`src/rtl/core/mpx2rgba_pkg.sv`:
```
// Shared types, constants and lookup functions for the masked pixel to RGBA8 unpacker.
// No dependencies; every other file in rtl/core refers to this package by scoped names.

package mpx2rgba_pkg;

    // Widths fixed by the pixel and result formats.
    localparam int PIX_W     = 32;
    localparam int OUT_W     = 8;
    localparam int SH_W      = 5;
    localparam int WID_W     = 6;
    localparam int RCP_W     = 31;
    localparam int REM_W     = PIX_W + OUT_W;
    localparam int NCH       = 4;

    // Pipeline layout: stage 0 holds the pixel, stages 1 to 5 find the quotient and
    // remainder of the extracted value, stage ST_REM forms 255 times the remainder,
    // one stage per quotient bit follows, and the last stage is the output register.
    localparam int NSTEP     = OUT_W;
    localparam int ST_REM    = 6;
    localparam int NSTG      = ST_REM + NSTEP + 2;
    localparam int ST_OUT    = NSTG - 1;

    // Cycles needed by the derived channel settings to settle after a register write.
    localparam int DRV_LAT   = 4;
    localparam int DRV_CW    = 3;

    localparam int CFG_IDX_W = 3;
    localparam int BPP_W     = 3;

    typedef enum logic [CFG_IDX_W-1:0] {
        CFG_RED_MASK   = 3'd0,
        CFG_GREEN_MASK = 3'd1,
        CFG_BLUE_MASK  = 3'd2,
        CFG_ALPHA_MASK = 3'd3,
        CFG_BPP        = 3'd4
    } t_cfg_idx;

    localparam int CH_RED   = 0;
    localparam int CH_GREEN = 1;
    localparam int CH_BLUE  = 2;
    localparam int CH_ALPHA = 3;

    localparam logic [PIX_W-1:0] RST_RED_MASK   = 32'h00FF_0000;
    localparam logic [PIX_W-1:0] RST_GREEN_MASK = 32'h0000_FF00;
    localparam logic [PIX_W-1:0] RST_BLUE_MASK  = 32'h0000_00FF;
    localparam logic [PIX_W-1:0] RST_ALPHA_MASK = 32'hFF00_0000;
    localparam logic [BPP_W-1:0] RST_BPP        = 3'd4;

    localparam logic [OUT_W-1:0] ABSENT_COLOUR  = 8'h00;
    localparam logic [OUT_W-1:0] ABSENT_ALPHA   = 8'hFF;

    // Settings of one channel, derived from its mask and the pixel size.
    typedef struct packed {
        logic [PIX_W-1:0] kmask;   // mask with the unused pixel bytes removed
        logic [SH_W-1:0]  shift;   // lowest set bit of the mask
        logic [WID_W-1:0] width;   // run of ones from the lowest set bit
        logic [RCP_W-1:0] recip;   // floor(2^32 / (2^width - 1)) for widths of two or more
        logic [PIX_W-1:0] div;     // 2^width - 1
        logic             unit;    // width of one, divisor of one
        logic             empty;   // mask is zero
        logic [OUT_W-1:0] absent;  // result for an empty mask
    } t_chan_cfg;

    // Number of trailing zero bits; 32 for an all-zero word.
    function automatic logic [WID_W-1:0] tz_count(input logic [PIX_W-1:0] x);
        logic [PIX_W-1:0] y;
        logic [WID_W-1:0] n;
        y = x;
        n = '0;
        if (y[15:0] == 16'd0) begin
            n = n + 6'd16;
            y = y >> 16;
        end
        if (y[7:0] == 8'd0) begin
            n = n + 6'd8;
            y = y >> 8;
        end
        if (y[3:0] == 4'd0) begin
            n = n + 6'd4;
            y = y >> 4;
        end
        if (y[1:0] == 2'd0) begin
            n = n + 6'd2;
            y = y >> 2;
        end
        if (y[0] == 1'b0) begin
            n = n + 6'd1;
        end
        if (x == '0) begin
            n = 6'd32;
        end
        return n;
    endfunction

    // Reciprocal of the divisor 2^w - 1, scaled by 2^32 and rounded down.
    function automatic logic [RCP_W-1:0] recip_lut(input logic [WID_W-1:0] w);
        logic [RCP_W-1:0] m;
        case (w)
            6'd2:    m = 31'd1431655765;
            6'd3:    m = 31'd613566756;
            6'd4:    m = 31'd286331153;
            6'd5:    m = 31'd138547332;
            6'd6:    m = 31'd68174084;
            6'd7:    m = 31'd33818640;
            6'd8:    m = 31'd16843009;
            6'd9:    m = 31'd8405024;
            6'd10:   m = 31'd4198404;
            6'd11:   m = 31'd2098176;
            6'd12:   m = 31'd1048832;
            6'd13:   m = 31'd524352;
            6'd14:   m = 31'd262160;
            6'd15:   m = 31'd131076;
            6'd16:   m = 31'd65537;
            6'd17:   m = 31'd32768;
            6'd18:   m = 31'd16384;
            6'd19:   m = 31'd8192;
            6'd20:   m = 31'd4096;
            6'd21:   m = 31'd2048;
            6'd22:   m = 31'd1024;
            6'd23:   m = 31'd512;
            6'd24:   m = 31'd256;
            6'd25:   m = 31'd128;
            6'd26:   m = 31'd64;
            6'd27:   m = 31'd32;
            6'd28:   m = 31'd16;
            6'd29:   m = 31'd8;
            6'd30:   m = 31'd4;
            6'd31:   m = 31'd2;
            6'd32:   m = 31'd1;
            default: m = '0;
        endcase
        return m;
    endfunction

endpackage

```
`src/rtl/core/mpx2rgba_ctrl.sv`:
```
// Valid tracking and per-stage load enables of the pixel pipeline, with back pressure.
// Depends on mpx2rgba_pkg.

module mpx2rgba_ctrl (
    input  logic                            i_clk,
    input  logic                            i_rst_n,
    input  logic                            i_in_valid,
    input  logic                            i_out_ready,
    input  logic                            i_busy,
    output logic                            o_in_ready,
    output logic                            o_out_valid,
    output logic [mpx2rgba_pkg::NSTG-1:0]   o_load
);

    logic [mpx2rgba_pkg::NSTG-1:0] r_vld;
    logic [mpx2rgba_pkg::NSTG-1:0] n_vld;
    logic [mpx2rgba_pkg::NSTG-1:0] vld_n;
    logic                          in_fire;

    assign vld_n = ~r_vld;

    // A stage may load when it or any later stage holds a bubble, or the output drains.
    always_comb begin
        for (int k = 0; k < mpx2rgba_pkg::NSTG; k++) begin
            o_load[k] = i_out_ready | (|(vld_n >> k));
        end
    end

    assign o_in_ready = o_load[0] & ~i_busy;
    assign in_fire    = i_in_valid & o_in_ready;

    always_comb begin
        n_vld[0] = o_load[0] ? in_fire : r_vld[0];
        for (int k = 1; k < mpx2rgba_pkg::NSTG; k++) begin
            n_vld[k] = o_load[k] ? r_vld[k-1] : r_vld[k];
        end
    end

    always_ff @(posedge i_clk) begin
        if (!i_rst_n) begin
            r_vld <= '0;
        end else begin
            r_vld <= n_vld;
        end
    end

    assign o_out_valid = r_vld[mpx2rgba_pkg::ST_OUT];

endmodule

```
`config.mk`:
```
export PLATFORM = sky130hd
export DESIGN_NAME = mpx2rgba_ctrl
export DESIGN_NICKNAME = d
export VERILOG_FILES = /design/src/rtl/core/mpx2rgba_pkg.sv /design/src/rtl/core/mpx2rgba_ctrl.sv
export SDC_FILE = /design/constraint.sdc
export NUM_CORES = 1
export LEC_CHECK = 0
export CAP_MARGIN = 30
export CORE_MARGIN = 5
export CORE_UTILIZATION = 40
export DETAILED_ROUTE_END_ITERATION = 10
export DONT_BUFFER_PORTS = 1
export GPL_ROUTABILITY_DRIVEN = 0
export PLACE_DENSITY = 0.61
export SLEW_MARGIN = 15
export SYNTH_ARGS = -nofsm -noshare
export SYNTH_HDL_FRONTEND = slang
export SYNTH_SLANG_ARGS = --single-unit
```
`constraint.sdc`:
```
create_clock -name i_clk -period 1.15 [get_ports i_clk]
set_input_delay 0.0575 -clock i_clk [delete_from_list [all_inputs] [get_ports i_clk]]
set_output_delay 0.0575 -clock i_clk [all_outputs]
set_load 0.03 [all_outputs]
```
==> impl_metrics.ini <==
[timing]
fin_crit_sh_pct = 129
slew_headroom_pct = 52.3
rsz0062_at_grt = yes
min_period_ns = 1.48
worst_slew_pin_slew_ns = 0.716
slew_viol_final = 0
finalSetupViolCount = 22
final-hold-violation-count = 0
timing.fmax_mhz = 675
clock_skew_ns = 0.00428
fin_ws_ns = -0.332

[setup_path]
crit_family = simple AND/OR/NAND/NOR gates
endpoint_kind = output port
max_stage_delay_ns = 0.35
critPathLaunchType = flop
critical_path_class = flop to output port
cp_slowest_cell = dfxtp_4
cp_max_fo = 5
worstPathCellList = and4b_2, and3_4, a31oi_4
critPathArrivalTime_ns = 1.42
cp.buffers_inverters = 0
required_ns = 1.09

[placed_design]
portBuffers = 0
dp_hpwl_um = 1250

[detailed_routing]
dr.pass1.iters = 2
final_antenna_net_count = 0
via_per_inst = 5.08
avgRoutedWirePerCell_um = 14.5
first_iter_violations = 6
wl_um = 2060
vias = 721
drc = 0

[synthesis]
ys_warn_count = 0
syn_area_um2 = 737
synthSimpleGateAreaFrac_pct = 29.7
synthAdderAreaFrac_pct = 0
yosysUniqueCellTypes = 25
netlist_instances = 85
synth-xor-area-share_pct = 0
yosysSeqAreaShare_pct = 43.5
synth_compound_area_share_pct = 16.1
muxShareOfSynthArea_pct = 0
ys_ff_latch = 16
synth_nets = 90
syn_area_per_cell_um2 = 8.67
synth_top_family_by_area = simple AND/OR/NAND/NOR gates

[global_routing]
grt_pass1_wl_um = 3320
first_global_vias = 717
grt.overflow.total = 0
antenna_found_initial = 0
grt_max_degree = 24
grt_use_total_pct = 16.4

[final_layout]
nFillCells = 135
drive_above_1_share_pct = 53.0
fin_util_pct = 68.3
syn2layout_area_growth_pct = 61.8
largest_registers = r_vld (16)
largest_reg_flops = 16
nNetsFinal = 123
top_register = r_vld
diodes = 0

[floorplan]
ios = 23
die_y_um = 52.9
start_util_pct = 42.2
die-area_um2 = 2800
rows = 15
core_um2 = 1750
die_x_um = 52.9

[outcome]
violations = negative setup slack
status = finished, violations left

[clock_tree]
htreeDepth = 1
cts_made_buffers = 3
clock-root-buffer = clkbuf_4
clkSlewWorstSetupHoldPaths_ns = 0.10
clk_latency_ns = 0.29
clkSinkCount = 16
cts_tree = done
cts_max_path_buffers = 2

[power]
vdd.ir_drop.worst_uv = 565
p_per_area_nw_per_um2 = 816
p_total_uw = 973
leakagePower_nw = 0.496

[min_path]
hold_class = primary input to flop

[run]
maxCapViolCount = 0
-- layout make-up --
type	count	area, um^2	share of cell area (%)
Clock buffer	4	36.3	3.04
Tap cell	25	31.3	2.62
Sequential cell	16	325	27.3
Timing Repair Buffer	34	327	27.4
Multi-Input combinational cell	56	435	36.5
Inverter	7	37.5	3.15
-- repair_timing --
| action | 4_1_cts | 5_1_grt |
|---|---|---|
| resized for setup | 31 | 13 |
| pin swaps | 9 | 5 |
| buffers inserted | 3 | 1 |
| hold buffers | 3 | 0 |
| endpoints found under the hold margin | 16 | 0 |
| cloned | 1 | 0 |
| endpoints found under the setup margin | 21 | 28 |
-- synth_stat cells --
cell type  instances  share of area (%)
inv_6              1                1.2
a21boi_0           4                4.1
nand2_1           12                6.1
and3_1             2                1.7
and4_1             2                2.4
buf_8              1                2.0
nor2b_1            3                2.5
and4b_1            1                1.4
and3_4             1                1.5
clkbuf_1           3                1.5
and2_1             1               0.85
o21a_1             3                3.1
buf_2              1               0.68
dfxtp_1           16                 43
nand3_1            8                5.4
a31oi_1            1               0.85
nand3b_1           1                1.0
nand4_1            6                5.1
a21oi_1            2                1.4
nand4_2            1                1.7
o21ai_0            3                2.0
clkbuf_2           1               0.68
buf_6              1                1.5
o21ai_2            4                4.8
inv_1              6                3.1
-- cells in the final DEF, fill, tap and decap left out, drive strengths merged --
cell type	instances
buf	31
dfxtp	16
nand2	12
nand3	8
nand4	7
o21ai	7
inv	6
a21boi	4
clkbuf	4
and3	4
o21a	3
nor2b	3
and4	2
a21oi	2
dlygate4sd3	2
and4b	1
clkinvlp	1
and2	1
a31oi	1
nand3b	1
dlymetal6s4s	1
-- cell families after synthesis --
family                 count (synthesis)
buffers and inverters                 14
AO/OA/AOI/OAI                         17
AND/OR/NAND/NOR                       38
flip-flops                            16
-- worst paths after layout --
path | from | to | slack, ns | cells after the start
setup / recovery | r_vld[15] | o_in_ready | -0.33 | 3
hold reg to reg | r_vld[1] | r_vld[2] | 0.45 | 2
hold / removal | i_out_ready | r_vld[15] | 0.11 | 3
setup reg to reg | r_vld[15] | r_vld[1] | -0.10 | 5
-- report_power, final --
| part | switching [mW] | total [mW] | internal, mW |
|---|---|---|---|
| sequential | 0.00363 | 0.559 | 0.555 |
| combinational | 0.0194 | 0.0371 | 0.0177 |
| clock | 0.184 | 0.377 | 0.193 |
-- worst min-delay path: stages --
cell and delay (ns):
nor2b_4 0.03, buf_4 0.13, o21a_1 0.15
-- through the flow --
stage / setup WS [ns] / hold WS, ns / setup TNS [ns] / area [um^2] / instances
3_5_place_dp: -0.0361 / 0.156 / -0.117 / 955 / 130
2_1_floorplan: -0.250 / 0.153 / -2.94 / 756 / 85
3_3_place_gp: -0.0353 / 0.156 / -0.134 / 955 / 130
6_report: -0.332 / 0.106 / -4.57 / 1190 / 142
4_1_cts: -0.333 / 0.107 / -4.51 / 1150 / 141
5_1_grt: -0.375 / 0.107 / -5.72 / 1190 / 142
-- per-layer routing --
layer / global-route usage [%] / vias up / share of wire, % / routed length, um
met2: 27.7 / 16 / 49 / 1010
li1: - / 363 / - / -
met3: 3.38 / 4 / 5.6 / 116
met5: 0 / - / 0 / 0
met4: 8.94 / 0 / 1.8 / 38
met1: 19.2 / 338 / 44 / 903
(Power assumes the default switching activity.)
