### src/rtl/core/mpx2rgba_pkg.sv
// Shared types, constants and lookup functions for the masked pixel to RGBA8 unpacker.
// No dependencies; every other file in rtl/core refers to this package by scoped names.

package mpx2rgba_pkg;

    // Widths fixed by the pixel and result formats.
    localparam int PIX_W     = 32;
    localparam int OUT_W     = 8;
    localparam int SH_W      = 5;
    localparam int WID_W     = 6;
    localparam int RCP_W     = 31;
    localparam int REM_W     = PIX_W + OUT_W;
    localparam int NCH       = 4;

    // Pipeline layout: stage 0 holds the pixel, stages 1 to 5 find the quotient and
    // remainder of the extracted value, stage ST_REM forms 255 times the remainder,
    // one stage per quotient bit follows, and the last stage is the output register.
    localparam int NSTEP     = OUT_W;
    localparam int ST_REM    = 6;
    localparam int NSTG      = ST_REM + NSTEP + 2;
    localparam int ST_OUT    = NSTG - 1;

    // Cycles needed by the derived channel settings to settle after a register write.
    localparam int DRV_LAT   = 4;
    localparam int DRV_CW    = 3;

    localparam int CFG_IDX_W = 3;
    localparam int BPP_W     = 3;

    typedef enum logic [CFG_IDX_W-1:0] {
        CFG_RED_MASK   = 3'd0,
        CFG_GREEN_MASK = 3'd1,
        CFG_BLUE_MASK  = 3'd2,
        CFG_ALPHA_MASK = 3'd3,
        CFG_BPP        = 3'd4
    } t_cfg_idx;

    localparam int CH_RED   = 0;
    localparam int CH_GREEN = 1;
    localparam int CH_BLUE  = 2;
    localparam int CH_ALPHA = 3;

    localparam logic [PIX_W-1:0] RST_RED_MASK   = 32'h00FF_0000;
    localparam logic [PIX_W-1:0] RST_GREEN_MASK = 32'h0000_FF00;
    localparam logic [PIX_W-1:0] RST_BLUE_MASK  = 32'h0000_00FF;
    localparam logic [PIX_W-1:0] RST_ALPHA_MASK = 32'hFF00_0000;
    localparam logic [BPP_W-1:0] RST_BPP        = 3'd4;

    localparam logic [OUT_W-1:0] ABSENT_COLOUR  = 8'h00;
    localparam logic [OUT_W-1:0] ABSENT_ALPHA   = 8'hFF;

    // Settings of one channel, derived from its mask and the pixel size.
    typedef struct packed {
        logic [PIX_W-1:0] kmask;   // mask with the unused pixel bytes removed
        logic [SH_W-1:0]  shift;   // lowest set bit of the mask
        logic [WID_W-1:0] width;   // run of ones from the lowest set bit
        logic [RCP_W-1:0] recip;   // floor(2^32 / (2^width - 1)) for widths of two or more
        logic [PIX_W-1:0] div;     // 2^width - 1
        logic             unit;    // width of one, divisor of one
        logic             empty;   // mask is zero
        logic [OUT_W-1:0] absent;  // result for an empty mask
    } t_chan_cfg;

    // Number of trailing zero bits; 32 for an all-zero word.
    function automatic logic [WID_W-1:0] tz_count(input logic [PIX_W-1:0] x);
        logic [PIX_W-1:0] y;
        logic [WID_W-1:0] n;
        y = x;
        n = '0;
        if (y[15:0] == 16'd0) begin
            n = n + 6'd16;
            y = y >> 16;
        end
        if (y[7:0] == 8'd0) begin
            n = n + 6'd8;
            y = y >> 8;
        end
        if (y[3:0] == 4'd0) begin
            n = n + 6'd4;
            y = y >> 4;
        end
        if (y[1:0] == 2'd0) begin
            n = n + 6'd2;
            y = y >> 2;
        end
        if (y[0] == 1'b0) begin
            n = n + 6'd1;
        end
        if (x == '0) begin
            n = 6'd32;
        end
        return n;
    endfunction

    // Reciprocal of the divisor 2^w - 1, scaled by 2^32 and rounded down.
    function automatic logic [RCP_W-1:0] recip_lut(input logic [WID_W-1:0] w);
        logic [RCP_W-1:0] m;
        case (w)
            6'd2:    m = 31'd1431655765;
            6'd3:    m = 31'd613566756;
            6'd4:    m = 31'd286331153;
            6'd5:    m = 31'd138547332;
            6'd6:    m = 31'd68174084;
            6'd7:    m = 31'd33818640;
            6'd8:    m = 31'd16843009;
            6'd9:    m = 31'd8405024;
            6'd10:   m = 31'd4198404;
            6'd11:   m = 31'd2098176;
            6'd12:   m = 31'd1048832;
            6'd13:   m = 31'd524352;
            6'd14:   m = 31'd262160;
            6'd15:   m = 31'd131076;
            6'd16:   m = 31'd65537;
            6'd17:   m = 31'd32768;
            6'd18:   m = 31'd16384;
            6'd19:   m = 31'd8192;
            6'd20:   m = 31'd4096;
            6'd21:   m = 31'd2048;
            6'd22:   m = 31'd1024;
            6'd23:   m = 31'd512;
            6'd24:   m = 31'd256;
            6'd25:   m = 31'd128;
            6'd26:   m = 31'd64;
            6'd27:   m = 31'd32;
            6'd28:   m = 31'd16;
            6'd29:   m = 31'd8;
            6'd30:   m = 31'd4;
            6'd31:   m = 31'd2;
            6'd32:   m = 31'd1;
            default: m = '0;
        endcase
        return m;
    endfunction

endpackage

### src/rtl/core/mpx2rgba_chan.sv
// Datapath of one colour channel: extract, divide by 2^width - 1 and scale to eight bits.
// Depends on mpx2rgba_pkg; stage load enables come from mpx2rgba_ctrl.

module mpx2rgba_chan (
    input  logic                                i_clk,
    input  logic [mpx2rgba_pkg::NSTG-1:0]       i_load,
    input  mpx2rgba_pkg::t_chan_cfg             i_cfg,
    input  logic [mpx2rgba_pkg::PIX_W-1:0]      i_pix,
    output logic [mpx2rgba_pkg::OUT_W-1:0]      o_value
);

    localparam int PW  = mpx2rgba_pkg::PIX_W;
    localparam int OW  = mpx2rgba_pkg::OUT_W;
    localparam int RW  = mpx2rgba_pkg::REM_W;
    localparam int MW  = mpx2rgba_pkg::RCP_W;
    localparam int PRW = PW + MW;
    localparam int NS  = mpx2rgba_pkg::NSTEP;
    localparam int SR  = mpx2rgba_pkg::ST_REM;

    // Stage 1: masked field moved down to bit zero.
    logic [PW-1:0]  r_v1;
    // Stage 2: value times the scaled reciprocal.
    logic [PRW-1:0] r_prod;
    logic [PW-1:0]  r_v2;
    // Stage 3: estimated quotient times the divisor.
    logic [PW-1:0]  r_qd;
    logic [OW-1:0]  r_q3;
    logic [OW-1:0]  r_v3;
    // The full value is needed one stage later than the product, so it moves with r_qd.
    logic [PW-1:0]  r_v2_hold;
    // Stage 4: estimated remainder, below twice the divisor.
    logic [PW:0]    r_rve;
    logic [OW-1:0]  r_q4;
    logic [OW-1:0]  r_v4;
    // Stage 5: exact remainder and low bits of the exact quotient.
    logic [PW-1:0]  r_rv;
    logic [OW-1:0]  r_qv5;
    // Stages SR to SR + NS: restoring division of 255 times the remainder.
    logic [RW-1:0]  r_rem [NS+1];
    logic [OW-1:0]  r_t   [NS+1];
    logic [OW-1:0]  r_qv  [NS+1];
    // Output stage.
    logic [OW-1:0]  r_out;

    logic [PRW-1:0] n_prod;
    logic [PW-1:0]  qe;
    logic [PW:0]    n_qd;
    logic [PW+1:0]  diff;
    logic           ge;

    always_ff @(posedge i_clk) begin
        if (i_load[1]) begin
            r_v1 <= (i_pix & i_cfg.kmask) >> i_cfg.shift;
        end
    end

    assign n_prod = {{MW{1'b0}}, r_v1} * {{PW{1'b0}}, i_cfg.recip};

    always_ff @(posedge i_clk) begin
        if (i_load[2]) begin
            r_prod <= n_prod;
            r_v2   <= r_v1;
        end
    end

    // The product of quotient and divisor never exceeds the value, so 33 bits hold it.
    assign qe   = {1'b0, r_prod[PRW-1:PW]};
    assign n_qd = ({1'b0, qe} << i_cfg.width) - {1'b0, qe};

    always_ff @(posedge i_clk) begin
        if (i_load[3]) begin
            r_qd <= n_qd[PW-1:0];
            r_q3 <= qe[OW-1:0];
            r_v3 <= r_v2[OW-1:0];
        end
    end

    always_ff @(posedge i_clk) begin
        if (i_load[4]) begin
            r_rve <= {1'b0, r_v2_hold} - {1'b0, r_qd};
            r_q4  <= r_q3;
            r_v4  <= r_v3;
        end
    end

    always_ff @(posedge i_clk) begin
        if (i_load[3]) begin
            r_v2_hold <= r_v2;
        end
    end

    assign diff = {1'b0, r_rve} - {2'b00, i_cfg.div};
    assign ge   = ~diff[PW+1];

    always_ff @(posedge i_clk) begin
        if (i_load[5]) begin
            if (i_cfg.unit) begin
                r_rv  <= '0;
                r_qv5 <= r_v4;
            end else begin
                r_rv  <= ge ? diff[PW-1:0] : r_rve[PW-1:0];
                r_qv5 <= r_q4 + OW'(ge);
            end
        end
    end

    always_ff @(posedge i_clk) begin
        if (i_load[SR]) begin
            r_rem[0] <= {r_rv, {OW{1'b0}}} - {{OW{1'b0}}, r_rv};
            r_t[0]   <= '0;
            r_qv[0]  <= r_qv5;
        end
    end

    // One quotient bit per stage, most significant first; the quotient stays below 256.
    for (genvar j = 0; j < NS; j++) begin : g_step
        localparam int SH = NS - 1 - j;
        logic [RW-1:0] dsh;
        logic          take;

        assign dsh  = {{OW{1'b0}}, i_cfg.div} << SH;
        assign take = (r_rem[j] >= dsh);

        always_ff @(posedge i_clk) begin
            if (i_load[SR+1+j]) begin
                r_rem[j+1] <= take ? (r_rem[j] - dsh) : r_rem[j];
                r_t[j+1]   <= take ? (r_t[j] | (OW'(1) << SH)) : r_t[j];
                r_qv[j+1]  <= r_qv[j];
            end
        end
    end

    // Scaled quotient is 255 * qv + t; modulo 256 that is t - qv.
    always_ff @(posedge i_clk) begin
        if (i_load[mpx2rgba_pkg::ST_OUT]) begin
            r_out <= i_cfg.empty ? i_cfg.absent : (r_t[NS] - r_qv[NS]);
        end
    end

    assign o_value = r_out;

endmodule

### config.mk
export PLATFORM = sky130hd
export DESIGN_NAME = mpx2rgba_chan
export DESIGN_NICKNAME = d
export VERILOG_FILES = /design/src/rtl/core/mpx2rgba_pkg.sv /design/src/rtl/core/mpx2rgba_chan.sv
export SDC_FILE = /design/constraint.sdc
export NUM_CORES = 2
export LEC_CHECK = 0
export ABC_AREA = 1
export BUFFER_PORTS_ARGS = -buffer_cell sky130_fd_sc_hd__buf_2
export CORE_AREA = 2 2 477 479
export CTS_CLUSTER_DIAMETER = 200
export DETAILED_ROUTE_END_ITERATION = 8
export DIE_AREA = 0 0 479 481
export PLACE_DENSITY_LB_ADDON = 0.2
export SYNTH_ARGS = -nofsm -noshare
export SYNTH_HDL_FRONTEND = slang
export SYNTH_SLANG_ARGS = --single-unit
### constraint.sdc
create_clock -name i_clk -period 8.96 [get_ports i_clk]
set_input_delay 1.344 -clock i_clk [delete_from_list [all_inputs] [get_ports i_clk]]
set_output_delay 1.344 -clock i_clk [all_outputs]
set_load 0.02 [all_outputs]
==> impl_metrics.env <==
export IMPL_ctsResizeCount=0
export IMPL_synth_edf_count=692
export IMPL_fin_crit_ps=7740
export IMPL_initial_core_util=0.387
export IMPL_clockBufferDepth=3
export IMPL_antenna_found_initial=18
export IMPL_setup_viol=0
export IMPL_htreeDepth=3
export IMPL_finalCritPeriodShare=0.864
export IMPL_nNetsFinal=13500
export IMPL_wl_per_cell_um=20.4
export IMPL_use_met2=0.439
export IMPL_cp_start_kind="flop"
export IMPL_ys_types=56
export IMPL_routed_wl_um=304000
export IMPL_reg2reg_depth=22
export IMPL_ys_ff_latch=692
export IMPL_dieArea_um2=230000
export IMPL_row_count=175
export IMPL_syn_area_um2=87400
export IMPL_max_cap_violations=0
export IMPL_grt_ovfl_total=0
export IMPL_core_um2=226000
export IMPL_timing_fmax_ghz=0.129
export IMPL_hold_buffers=0
export IMPL_tritoncts="built"
export IMPL_grt_max_degree=73
export IMPL_finClkSkew_ps=75.8
export IMPL_final_hold_violation_count=0
export IMPL_cts_clk_slew_worst_paths_ps=60
export IMPL_slew_limit_headroom=0.191
export IMPL_min_to="r_t[1][14]$_DFFE_PP_"
export IMPL_rsz0062_at_grt="no"
export IMPL_ys_flop_type="edfxtp_1"
export IMPL_reg2reg_from="r_v1[7]$_DFFE_PP_"
export IMPL_worstMarginPinSlew_ps=1210
export IMPL_ios=173
export IMPL_gp_congestion=0.949
export IMPL_synth_nets=13400
export IMPL_dpl_hpwl_um=250000
export IMPL_worstPathArrival_ps=8180
export IMPL_r2r_setup_slack_ps=1220
export IMPL_worstPathRequired_ps=9400
export IMPL_drtIter0Drc=6170
export IMPL_crit_fanout=8
export IMPL_slew_viol_final=0
export IMPL_die_h_um=481
export IMPL_ant_nets=0
export IMPL_drtPass1Iterations=6
export IMPL_grtUsageMet3=0.0270
export IMPL_die_x_um=479
export IMPL_grtUsageMet1=0.355
export IMPL_clock_latency_ps=750
export IMPL_min_path_type="reg -> reg"
export IMPL_post_cts_buffers=0
export IMPL_syn_inst=11800
export IMPL_grt_usage=0.262
export IMPL_end_kind="flop"
export IMPL_ys_warn_count=0
export IMPL_vias=76500
export IMPL_final_cell_mix="nand2_1 (3639), inv_1 (2275), nor2_1 (938), fa_1 (876), edfxtp_1 (692)"
export IMPL_yosysSeqAreaShare=0.238
export IMPL_io_buffer_count=171
export IMPL_crit_type="reg -> reg"
export IMPL_drc=0
export IMPL_reg2reg_to="r_prod[57]$_DFFE_PP_"
export IMPL_ctsRootBufferMaster="clkbuf_16"
export IMPL_grt_pass1_wl_um=459000
export IMPL_cts_sinks=692
export IMPL_post_route_util=0.419
export IMPL_avgSynthCellArea_um2=7.42
export IMPL_grt_pass1_vias=75600
export IMPL_tns_ps=0
export IMPL_min_from="r_t[1][6]$_DFFE_PP_"
export IMPL_final_common_cell="nand2_1"
export IMPL_via_per_inst=5.12
export IMPL_cts_buffers=83
export IMPL_async_reset_ff_frac=0
export IMPL_drive_gt1_frac=0.0450
export IMPL_hold_path_depth=0
export IMPL_status="complete, no violations"
export IMPL_area_growth_syn_to_layout_pct=8.22
export IMPL_grt_busiest_layer="met2"
==> per-layer routing <==
metal,share of wire,vias up,wire [µm]
met5,0.00031,-,94
met4,0.037,16,11300
met3,0.054,445,16500
met2,0.47,2261,142000
met1,0.44,36900,134000
li1,-,36900,-
==> kinds of logic after synthesis <==
group / Yosys count / share of synthesized area
multiplexers: 12 / 0.00137
XOR/XNOR: 234 / 0.0235
flip-flops: 692 / 0.238
adder cells (fa/ha/maj): 1514 / 0.292
buffers and inverters: 2596 / 0.115
AND/OR/NAND/NOR: 5389 / 0.249
AO/OA/AOI/OAI: 1332 / 0.0819
==> metrics by stage <==
step | hold WS [ps] | instance area [µm²] | setup slack [ps] | std cells
floorplan | 400 | 87400 | 1680 | 11800
global placement | 401 | 91600 | 560 | 14800
detailed placement | 405 | 91600 | 600 | 14800
CTS | 397 | 94500 | 1180 | 14900
global route | 419 | 94500 | 969 | 14900
finish | 403 | 94600 | 1220 | 14900
==> registers in the layout, indices dropped and copies added, names as in the netlist, 25 cells and up <==
register	cells
r_rem	320
r_qv	72
r_t	36
r_rve	33
r_qd	32
r_rv	32
r_v1	32
r_v2	32
r_prod	31
r_v2_hold	25
==> cell usage after synthesis (all sizes together), types with 43 or more instances <==
cell type | count | share of area
fa | 876 | 0.20
xnor2 | 99 | 0.0099
a21oi | 569 | 0.033
edfxtp | 692 | 0.24
inv | 2291 | 0.098
nand4 | 109 | 0.0079
o21ai | 591 | 0.034
buf | 73 | 0.0063
nand3 | 481 | 0.028
ha | 638 | 0.091
clkbuf | 228 | 0.0098
o21bai | 43 | 0.0037
nor2 | 962 | 0.042
xor2 | 135 | 0.014
nor3 | 91 | 0.0053
nand2 | 3657 | 0.16
==> worst max-delay path: stages, from the launching register on <==
cell and delay (ps):
edfxtp_1 1090, buf_4 340, nand2_1 100, fa_1 560, inv_1 50, fa_1 560, fa_1 430, fa_1 480
fa_1 520, fa_1 430, fa_1 600, fa_1 450, ha_1 410, nand2_1 140, inv_1 50, a21oi_1 210
o21ai_0 200, a21oi_1 280, nor2_1 130, nor2_1 230, nand2_1 90, nand2_1 60, nand2_1 60
==> area by class of cell <==
cell class	instances	area [µm²]
antenna	5	12.5
clock buffer	92	2110
clock inverter	62	828
fill	23300	131000
inverter	2295	8620
multi-input combinational	8481	56600
sequential	692	20800
tap	3009	3760
timing repair buffer	300	1870
==> how the worst max path moves through the flow <==
| stage | startpoint | endpoint | slack [ps] |
|---|---|---|---|
| after CTS | r_v1[7]$_DFFE_PP_ | r_prod[57]$_DFFE_PP_ | 1180 |
| final | r_v1[7]$_DFFE_PP_ | r_prod[57]$_DFFE_PP_ | 1220 |
| after global routing | i_cfg[47] | r_prod[61]$_DFFE_PP_ | 970 |
| after detailed placement | i_cfg[47] | r_prod[61]$_DFFE_PP_ | 600 |
| after global placement | i_cfg[47] | r_prod[61]$_DFFE_PP_ | 560 |
| after floorplan | i_cfg[49] | r_prod[55]$_DFFE_PP_ | 1680 |
Power is not shown: default switching activity piles up to over one toggle a cycle in this logic, so the estimate is an artifact.
